===== src/hw/rtl/sc2a_pkg.sv =====
// Shared types, key codes and lookup tables for the set-1 scan decoder.
// No dependencies; every other file of the block uses this package.
package sc2a_pkg;

    // Special scan bytes
    localparam logic [7:0] SC_PREFIX      = 8'hE0;
    localparam logic [7:0] SC_LSHIFT_MAKE = 8'h2A;
    localparam logic [7:0] SC_LSHIFT_BRK  = 8'hAA;
    localparam logic [7:0] SC_LCTRL_MAKE  = 8'h1D;
    localparam logic [7:0] SC_LCTRL_BRK   = 8'h9D;
    localparam logic [7:0] SC_MAX_MAKE    = 8'h3A;

    // Character codes
    localparam logic [7:0] CH_TAB    = 8'h09;
    localparam logic [7:0] CH_SPACE  = 8'h20;
    localparam logic [7:0] CH_LOW_C  = 8'h63;
    localparam logic [7:0] CH_LOW_D  = 8'h64;
    localparam logic [7:0] CH_EOF    = 8'hFF;

    localparam int unsigned TAB_W = 4;
    localparam int unsigned CNT_W = 3;   // result count minus one, up to 7

    typedef struct packed {
        logic       hit;
        logic [7:0] ch;
    } t_lookup;

    typedef struct packed {
        logic shift_held;
        logic ctrl_held;
        logic prefix_pending;
    } t_mod_state;

    typedef struct packed {
        logic             emit;
        logic [7:0]       out_byte;
        logic             kill_request;
        logic [CNT_W-1:0] extra;       // further results after the first
    } t_decode;

    function automatic t_lookup mk(input logic [7:0] c);
        t_lookup r;
        r.hit = 1'b1;
        r.ch  = c;
        return r;
    endfunction

    // Unshifted make-code table, codes 0x00..0x3A
    function automatic t_lookup lower_map(input logic [7:0] b);
        t_lookup r;
        r = '0;
        case (b)
            8'h01: r = mk(8'h1B);
            8'h02: r = mk(8'h31); 8'h03: r = mk(8'h32); 8'h04: r = mk(8'h33);
            8'h05: r = mk(8'h34); 8'h06: r = mk(8'h35); 8'h07: r = mk(8'h36);
            8'h08: r = mk(8'h37); 8'h09: r = mk(8'h38); 8'h0A: r = mk(8'h39);
            8'h0B: r = mk(8'h30); 8'h0C: r = mk(8'h2D); 8'h0D: r = mk(8'h3D);
            8'h0E: r = mk(8'h08); 8'h0F: r = mk(CH_TAB);
            8'h10: r = mk(8'h71); 8'h11: r = mk(8'h77); 8'h12: r = mk(8'h65);
            8'h13: r = mk(8'h72); 8'h14: r = mk(8'h74); 8'h15: r = mk(8'h79);
            8'h16: r = mk(8'h75); 8'h17: r = mk(8'h69); 8'h18: r = mk(8'h6F);
            8'h19: r = mk(8'h70); 8'h1A: r = mk(8'h5B); 8'h1B: r = mk(8'h5D);
            8'h1C: r = mk(8'h0A);
            8'h1E: r = mk(8'h61); 8'h1F: r = mk(8'h73); 8'h20: r = mk(8'h64);
            8'h21: r = mk(8'h66); 8'h22: r = mk(8'h67); 8'h23: r = mk(8'h68);
            8'h24: r = mk(8'h6A); 8'h25: r = mk(8'h6B); 8'h26: r = mk(8'h6C);
            8'h27: r = mk(8'h3B); 8'h28: r = mk(8'h27); 8'h29: r = mk(8'h7C);
            8'h2C: r = mk(8'h7A); 8'h2D: r = mk(8'h78); 8'h2E: r = mk(8'h63);
            8'h2F: r = mk(8'h76); 8'h30: r = mk(8'h62); 8'h31: r = mk(8'h6E);
            8'h32: r = mk(8'h6D); 8'h33: r = mk(8'h2C); 8'h34: r = mk(8'h2E);
            8'h35: r = mk(8'h2F);
            8'h39: r = mk(CH_SPACE);
            default: r = '0;
        endcase
        return r;
    endfunction

    // Shifted make-code table, codes 0x00..0x3A
    function automatic t_lookup upper_map(input logic [7:0] b);
        t_lookup r;
        r = '0;
        case (b)
            8'h01: r = mk(8'h1B);
            8'h02: r = mk(8'h21); 8'h03: r = mk(8'h40); 8'h04: r = mk(8'h23);
            8'h05: r = mk(8'h24); 8'h06: r = mk(8'h25); 8'h07: r = mk(8'h5E);
            8'h08: r = mk(8'h26); 8'h09: r = mk(8'h2A); 8'h0A: r = mk(8'h28);
            8'h0B: r = mk(8'h29); 8'h0C: r = mk(8'h5F); 8'h0D: r = mk(8'h2B);
            8'h0E: r = mk(8'h08); 8'h0F: r = mk(CH_TAB);
            8'h10: r = mk(8'h51); 8'h11: r = mk(8'h57); 8'h12: r = mk(8'h45);
            8'h13: r = mk(8'h52); 8'h14: r = mk(8'h54); 8'h15: r = mk(8'h59);
            8'h16: r = mk(8'h55); 8'h17: r = mk(8'h49); 8'h18: r = mk(8'h4F);
            8'h19: r = mk(8'h50); 8'h1A: r = mk(8'h7B); 8'h1B: r = mk(8'h7D);
            8'h1C: r = mk(8'h0A);
            8'h1E: r = mk(8'h41); 8'h1F: r = mk(8'h53); 8'h20: r = mk(8'h44);
            8'h21: r = mk(8'h46); 8'h22: r = mk(8'h47); 8'h23: r = mk(8'h48);
            8'h24: r = mk(8'h4A); 8'h25: r = mk(8'h4B); 8'h26: r = mk(8'h4C);
            8'h27: r = mk(8'h3A); 8'h28: r = mk(8'h22);
            8'h2C: r = mk(8'h5A); 8'h2D: r = mk(8'h58); 8'h2E: r = mk(8'h43);
            8'h2F: r = mk(8'h56); 8'h30: r = mk(8'h42); 8'h31: r = mk(8'h4E);
            8'h32: r = mk(8'h4D); 8'h33: r = mk(8'h3C); 8'h34: r = mk(8'h3E);
            8'h35: r = mk(8'h3F);
            8'h39: r = mk(CH_SPACE);
            default: r = '0;
        endcase
        return r;
    endfunction

    // Extended keys after the prefix byte: low byte of the key code
    function automatic t_lookup ext_map(input logic [7:0] b);
        t_lookup r;
        r = '0;
        case (b)
            8'h47: r = mk(8'h07);
            8'h48: r = mk(8'h2C);
            8'h49: r = mk(8'h0A);
            8'h4B: r = mk(8'h2E);
            8'h4D: r = mk(8'h2F);
            8'h4F: r = mk(8'h0B);
            8'h50: r = mk(8'h2D);
            8'h51: r = mk(8'h0C);
            8'h52: r = mk(8'h0D);
            8'h53: r = mk(8'h7F);
            default: r = '0;
        endcase
        return r;
    endfunction

endpackage


===== src/hw/rtl/sc2a_if.sv =====
// Handshake channels of the set-1 scan decoder: scan input, character output
// and the tab width write port. Depends on sc2a_pkg for widths.

interface sc2a_in_if;
    logic       valid;
    logic       ready;
    logic [7:0] scan_code;

    modport source (output valid, output scan_code, input ready);
    modport sink   (input valid, input scan_code, output ready);
endinterface

interface sc2a_out_if;
    logic       valid;
    logic       ready;
    logic [7:0] out_byte;
    logic       kill_request;
    logic       last;

    modport source (output valid, output out_byte, output kill_request, output last,
                    input ready);
    modport sink   (input valid, input out_byte, input kill_request, input last,
                    output ready);
endinterface

interface sc2a_cfg_if;
    logic                        valid;
    logic                        ready;
    logic [sc2a_pkg::TAB_W-1:0]  tab_width;

    modport source (output valid, output tab_width, input ready);
    modport sink   (input valid, input tab_width, output ready);
endinterface


===== src/hw/rtl/scancode_set1_to_ascii_top.sv =====
// Set-1 scan decoder top level: input register, decode, result register.
// An accepted scan byte goes through the input register and then the result register.
// Throughput: one scan byte per cycle if not stalled; a tab holds its byte in the result
// register for 1 to 8 words (tab_width clamped to 1..8), one space word per ready cycle.
// Reset: synchronous active-low i_rst_n clears modifiers, valids, tab width to 3.
// Depends on sc2a_pkg, sc2a_if.sv and sc2a_decode.
module scancode_set1_to_ascii_top (
    input  logic        i_clk,
    input  logic        i_rst_n,
    sc2a_in_if.sink     i_in,
    sc2a_cfg_if.sink    i_cfg,
    sc2a_out_if.source  o_out
);
    import sc2a_pkg::*;

    localparam logic [TAB_W-1:0] TAB_RESET = TAB_W'(3);

    logic [TAB_W-1:0] r_tab_width;
    t_mod_state       r_state;
    t_mod_state       n_state;
    logic             r_s1_valid;
    logic [7:0]       r_s1_code;
    logic             r_out_valid;
    logic [7:0]       r_out_byte;
    logic             r_out_kill;
    logic [CNT_W-1:0] r_out_rem;
    t_decode          dec;
    logic             out_fire;
    logic             out_free;
    logic             s1_adv;

    // Configuration port is always open
    assign i_cfg.ready = 1'b1;

    always_ff @(posedge i_clk) begin
        if (!i_rst_n) begin
            r_tab_width <= TAB_RESET;
        end else if (i_cfg.valid) begin
            r_tab_width <= i_cfg.tab_width;
        end
    end

    sc2a_decode u_decode (
        .i_scan_code (r_s1_code),
        .i_state     (r_state),
        .i_tab_width (r_tab_width),
        .o_state     (n_state),
        .o_dec       (dec)
    );

    // Result register frees when its final word leaves
    assign out_fire = r_out_valid && o_out.ready;
    assign out_free = !r_out_valid || (out_fire && r_out_rem == '0);
    assign s1_adv   = r_s1_valid && out_free;
    assign i_in.ready = !r_s1_valid || s1_adv;

    // Input register
    always_ff @(posedge i_clk) begin
        if (!i_rst_n) begin
            r_s1_valid <= 1'b0;
        end else if (i_in.ready) begin
            r_s1_valid <= i_in.valid;
        end
    end

    always_ff @(posedge i_clk) begin
        if (i_in.ready && i_in.valid) begin
            r_s1_code <= i_in.scan_code;
        end
    end

    // Modifier state moves when the byte is decoded into the result register
    always_ff @(posedge i_clk) begin
        if (!i_rst_n) begin
            r_state <= '0;
        end else if (s1_adv) begin
            r_state <= n_state;
        end
    end

    // Result register with repeat count for tab expansion
    always_ff @(posedge i_clk) begin
        if (!i_rst_n) begin
            r_out_valid <= 1'b0;
            r_out_rem   <= '0;
        end else if (s1_adv) begin
            r_out_valid <= dec.emit;
            r_out_rem   <= dec.extra;
        end else if (out_fire && r_out_rem != '0) begin
            r_out_rem   <= r_out_rem - CNT_W'(1);
        end else if (out_fire) begin
            r_out_valid <= 1'b0;
        end
    end

    always_ff @(posedge i_clk) begin
        if (s1_adv) begin
            r_out_byte <= dec.out_byte;
            r_out_kill <= dec.kill_request;
        end
    end

    assign o_out.valid        = r_out_valid;
    assign o_out.out_byte     = r_out_byte;
    assign o_out.kill_request = r_out_kill;
    assign o_out.last         = (r_out_rem == '0);

endmodule


===== src/hw/rtl/sc2a_decode.sv =====
// Combinational decode of one scan byte against the modifier state.
// Depends on sc2a_pkg for the tables, codes and structs.
module sc2a_decode (
    input  logic [7:0]                 i_scan_code,
    input  sc2a_pkg::t_mod_state       i_state,
    input  logic [sc2a_pkg::TAB_W-1:0] i_tab_width,
    output sc2a_pkg::t_mod_state       o_state,
    output sc2a_pkg::t_decode          o_dec
);
    import sc2a_pkg::*;

    t_lookup          lo;
    t_lookup          up;
    t_lookup          ex;
    t_lookup          key;
    logic [CNT_W-1:0] tab_extra;

    assign lo = lower_map(i_scan_code);
    assign up = upper_map(i_scan_code);
    assign ex = ext_map(i_scan_code);

    // Tab width clamped to 1..8, kept as count minus one
    always_comb begin
        if (i_tab_width == '0) begin
            tab_extra = '0;
        end else if (i_tab_width > TAB_W'(8)) begin
            tab_extra = '1;
        end else begin
            tab_extra = CNT_W'(i_tab_width - TAB_W'(1));
        end
    end

    // Character selection by shift state
    assign key = i_state.shift_held ? up : lo;

    always_comb begin
        o_state = i_state;
        o_dec   = '0;
        if (i_state.prefix_pending) begin
            // The byte after the prefix is only an extended key
            o_state.prefix_pending = 1'b0;
            o_dec.emit             = ex.hit;
            o_dec.out_byte         = ex.ch;
        end else begin
            unique case (i_scan_code)
                SC_LSHIFT_BRK:  o_state.shift_held     = 1'b0;
                SC_LCTRL_BRK:   o_state.ctrl_held      = 1'b0;
                SC_LCTRL_MAKE:  o_state.ctrl_held      = 1'b1;
                SC_LSHIFT_MAKE: o_state.shift_held     = 1'b1;
                SC_PREFIX:      o_state.prefix_pending = 1'b1;
                default: begin
                    // Plain make code; lowercase must map before shift is looked at
                    if (i_scan_code <= SC_MAX_MAKE && lo.hit && key.hit) begin
                        o_dec.emit     = 1'b1;
                        o_dec.out_byte = key.ch;
                        if (!i_state.shift_held && i_state.ctrl_held
                                && lo.ch == CH_LOW_C) begin
                            o_dec.out_byte     = '0;
                            o_dec.kill_request = 1'b1;
                        end else if (!i_state.shift_held && i_state.ctrl_held
                                && lo.ch == CH_LOW_D) begin
                            o_dec.out_byte = CH_EOF;
                        end else if (key.ch == CH_TAB) begin
                            o_dec.out_byte = CH_SPACE;
                            o_dec.extra    = tab_extra;
                        end
                    end
                end
            endcase
        end
    end

endmodule


===== src/flat_wrapper.sv =====
// flat-port wrapper written by rule: the top's interface ports become plain ports
module scancode_set1_to_ascii_top_flat import sc2a_pkg::*;
  (i_clk, i_rst_n, i_in_valid, i_in_scan_code, i_in_ready, i_cfg_valid, i_cfg_tab_width, i_cfg_ready, o_out_valid, o_out_out_byte, o_out_kill_request, o_out_last, o_out_ready);
  sc2a_in_if i_in_i ();
  sc2a_cfg_if i_cfg_i ();
  sc2a_out_if o_out_i ();
  input  logic i_clk;
  input  logic i_rst_n;
  input wire logic [$bits(i_in_i.valid)-1:0] i_in_valid;
  input wire logic [$bits(i_in_i.scan_code)-1:0] i_in_scan_code;
  output wire logic [$bits(i_in_i.ready)-1:0] i_in_ready;
  input wire logic [$bits(i_cfg_i.valid)-1:0] i_cfg_valid;
  input wire logic [$bits(i_cfg_i.tab_width)-1:0] i_cfg_tab_width;
  output wire logic [$bits(i_cfg_i.ready)-1:0] i_cfg_ready;
  output wire logic [$bits(o_out_i.valid)-1:0] o_out_valid;
  output wire logic [$bits(o_out_i.out_byte)-1:0] o_out_out_byte;
  output wire logic [$bits(o_out_i.kill_request)-1:0] o_out_kill_request;
  output wire logic [$bits(o_out_i.last)-1:0] o_out_last;
  input wire logic [$bits(o_out_i.ready)-1:0] o_out_ready;
  assign i_in_i.valid = i_in_valid;
  assign i_in_i.scan_code = i_in_scan_code;
  assign i_in_ready = i_in_i.ready;
  assign i_cfg_i.valid = i_cfg_valid;
  assign i_cfg_i.tab_width = i_cfg_tab_width;
  assign i_cfg_ready = i_cfg_i.ready;
  assign o_out_valid = o_out_i.valid;
  assign o_out_out_byte = o_out_i.out_byte;
  assign o_out_kill_request = o_out_i.kill_request;
  assign o_out_last = o_out_i.last;
  assign o_out_i.ready = o_out_ready;
  scancode_set1_to_ascii_top u_core (.i_clk(i_clk), .i_rst_n(i_rst_n), .i_in(i_in_i), .i_cfg(i_cfg_i), .o_out(o_out_i));
endmodule

===== config.mk =====
export PLATFORM = sky130hd
export DESIGN_NAME = scancode_set1_to_ascii_top_flat
export DESIGN_NICKNAME = d
export VERILOG_FILES = /design/src/hw/rtl/sc2a_pkg.sv /design/src/hw/rtl/sc2a_if.sv /design/src/hw/rtl/scancode_set1_to_ascii_top.sv /design/src/hw/rtl/sc2a_decode.sv /design/src/flat_wrapper.sv
export SDC_FILE = /design/constraint.sdc
export NUM_CORES = 1
export LEC_CHECK = 0
export BUFFER_PORTS_ARGS = -buffer_cell sky130_fd_sc_hd__buf_4
export CAP_MARGIN = 20
export CORE_ASPECT_RATIO = 0.75
export CORE_MARGIN = 8
export CORE_UTILIZATION = 45
export CTS_CLUSTER_SIZE = 25
export DETAILED_ROUTE_END_ITERATION = 7
export GPL_TIMING_DRIVEN = 0
export SYNTH_ARGS = -nofsm -noshare
export SYNTH_HDL_FRONTEND = slang
export SYNTH_SLANG_ARGS = --single-unit

===== constraint.sdc =====
create_clock -name i_clk -period 9.5 [get_ports i_clk]
set_clock_uncertainty 0.2 [all_clocks]
set_input_delay 0.95 -clock i_clk [delete_from_list [all_inputs] [get_ports i_clk]]
set_output_delay 0.95 -clock i_clk [all_outputs]
set_load 0.005 [all_outputs]

==> out/metrics.cfg <==
[critical_path]
end_kind=flip-flop
required_ps=9420
cp_num_cells=17
cp-start-kind=flip-flop
cp.arrival_ps=5000
cp_common_cell=ha_1
path_cells=inv_1, ha_1, ha_1, a21bo_2, o21ai_4, inv_4, buf_2, buf_1, nor2_1, a21o_1, ha_1, clkbuf_1, xnor2_1, o22ai_1, and3_1, a2111oi_2, o221ai_1
cp_num_buf_inv=5
cp_max_fo=17
startpoint=u_core.r_out_rem[0]
rr_startpoint=u_core.r_out_rem[0]
cp_slowest_cell=buf_1
regToRegSetupSlack_ps=4420
cp_top_family=buffers and inverters
rr_worst_depth=17
critical_path.max_stage_delay_ps=730
crit_type=reg -> reg

[outcome]
status=finished clean

[flow_run]
maxCapViolations=0

[global_route]
grt_pass1_vias=3762
groute.usage.overall=0.229
grt-ovfl-total=0
antenna_found_initial=0
grt_pass1_wl_um=20800
grt_max_degree=18

[clock_tree]
post_cts_resized=0
htree_levels=2
cts_sinks=45
path_clk_slew_ps=70
post_cts_buffers=0
cts-hold-fix-buffers=0
cts_root_buf=clkbuf_16
clockBufferDepth=2
clock_latency_ps=290
numCtsBuffers=5
cts_tree=done

[synth]
ys_ff_latch=45
synth_edf_count=17
synthTopCellsByArea=dfxtp_1, edfxtp_1, a21oi_1, ha_1, nand2_1
synth_top_area_cell=dfxtp_1
yosysWarnings=0
ys_types=74
synth-main-ff-cell=dfxtp_1
yosys.area.top_type_share=0.147
syn_area_per_cell_um2=8.01
syn_nets=510
synthesis.area_mm2=0.00382
syn_inst=477
synth-async-reset-ratio=0
ys_seq_area_frac=0.280

[timing]
rsz0062_at_grt=false
hold_violations=0
period_needed_ps=5080
slew_viol_final=0
period_share=0.535
fin_setup_tns_ps=0
worstMarginPinSlew_ps=947
slew_headroom=0.363
clock.fmax_mhz=197
setup_viol=0

[worst_hold_path]
hp-class=reg -> reg

[power_and_ir_drop]
pwr-share-clk=0.304
p_leak_nw=1.63
power_switching_share=0.336
p_int_uw=377
power.share.combinational=0.295
power_density_mw_per_mm2=132
seqPwrFrac=0.401
p_sw_uw=191
ir_drop_v=0.000119

[route]
totalWireLength_um=13200
drtIter0Drc=452
postRouteAntennaNets=0
vias=3967
routed_via_density=6.40
drc=0
drt-pass1-iter-count=5
avgRoutedWirePerCell_um=21.2

[placement]
gp_congestion=0.965
place_area_mm2=0.00416
port_buffers=27
dp_hpwl_um=9890

[die]
fp.dieH_um=95.8
die_w_um=122
core_area_mm2=0.00835
rows=29
io_pins=30
start_util=0.458
dieArea_mm2=0.0117

[final_layout]
areaGrowthSynthToFinish_pct=12.7
layout_commonest_cell=nand2_1
drive_gt1_frac=0.137
final_cell_mix=nand2_1, a21oi_1, clkbuf_1
nFillCells=833
final_cell_area_mm2=0.00430
antenna_cells=0
nNetsFinal=544

[synthesized netlist by cell type (8+ instances only)]
| master | instances |
|---|---|
| a21oi_1 | 43 |
| ha_1 | 16 |
| edfxtp_1 | 17 |
| o21ai_0 | 22 |
| nor2b_1 | 18 |
| clkbuf_1 | 31 |
| o22ai_1 | 8 |
| nand2b_1 | 14 |
| nand2_1 | 46 |
| mux2_2 | 14 |
| inv_1 | 19 |
| a31oi_1 | 10 |
| nor2_1 | 28 |
| nand4_1 | 9 |
| mux2i_1 | 15 |
| nand3_1 | 15 |
| dfxtp_1 | 28 |
| nor3_1 | 9 |
[cell type report]
cell class | instances | area (um^2) | area share
inverter | 21 | 81.3 | 0.0189
clock inverter | 3 | 21.3 | 0.00494
buffer | 39 | 173 | 0.0401
tap | 108 | 135 | 0.0314
timing repair buffer | 27 | 203 | 0.0471
sequential | 45 | 1070 | 0.249
multi-input combinational | 372 | 2490 | 0.580
clock buffer | 5 | 125 | 0.0291
[power by group through the flow]
stage                     Sequential, mW  Combinational (mW)  Clock (mW)
after floorplan                    0.228               0.111           0
after global placement             0.232               0.162           0
after detailed placement           0.232               0.161           0
after CTS                          0.228               0.162       0.177
after global routing               0.230               0.181       0.186
final                              0.228               0.168       0.173
[kinds of logic after synthesis]
family	after synthesis	synth area share
AOI/OAI and AO/OA	155	0.280
and+or+nand+nor	165	0.218
muxes	31	0.0924
DFF	45	0.280
buffers and inverters	60	0.0665
xor gates and xnor gates	3	0.00688
other	1	0.000982
adders and majority gates	17	0.0550
[tightest hold or removal path: stages (launching register included)]
cell      delay [ps]
dfxtp_1          300
inv_1             70
o211ai_1          80
[through the flow]
stage                     std cells  utilization  total power, mW  setup WS (ps)  hold WS [ps]
after floorplan                 477            -            0.339           5310           259
after global placement          612        0.498            0.394           4320           283
after detailed placement        612        0.498            0.393           4320           298
after CTS                       620        0.516            0.567           4590           311
after global routing            620        0.516            0.596           4210           341
final                           620        0.516            0.569           4420           304
[metal layers]
metal  track usage  vias to the layer above  wire length (um)
li1              -                     1845                 -
met4        0.0597                        0               182
met3        0.0668                       27              1630
met1         0.328                     1869              6060
met5             0                        -                 0
met2         0.326                      226              5300
[worst min path at each step]
stage,start,depth (start not counted),endpoint
after floorplan,u_core.r_tab_width[1],2,u_core.r_tab_width[1]
after global placement,u_core.r_tab_width[1],2,u_core.r_tab_width[1]
after detailed placement,u_core.r_tab_width[1],2,u_core.r_tab_width[1]
after CTS,u_core.r_tab_width[1],2,u_core.r_tab_width[1]
after global routing,u_core.r_tab_width[1],2,u_core.r_tab_width[1]
final,u_core.r_tab_width[1],2,u_core.r_tab_width[1]
Power figures use the tool's default switching activity.
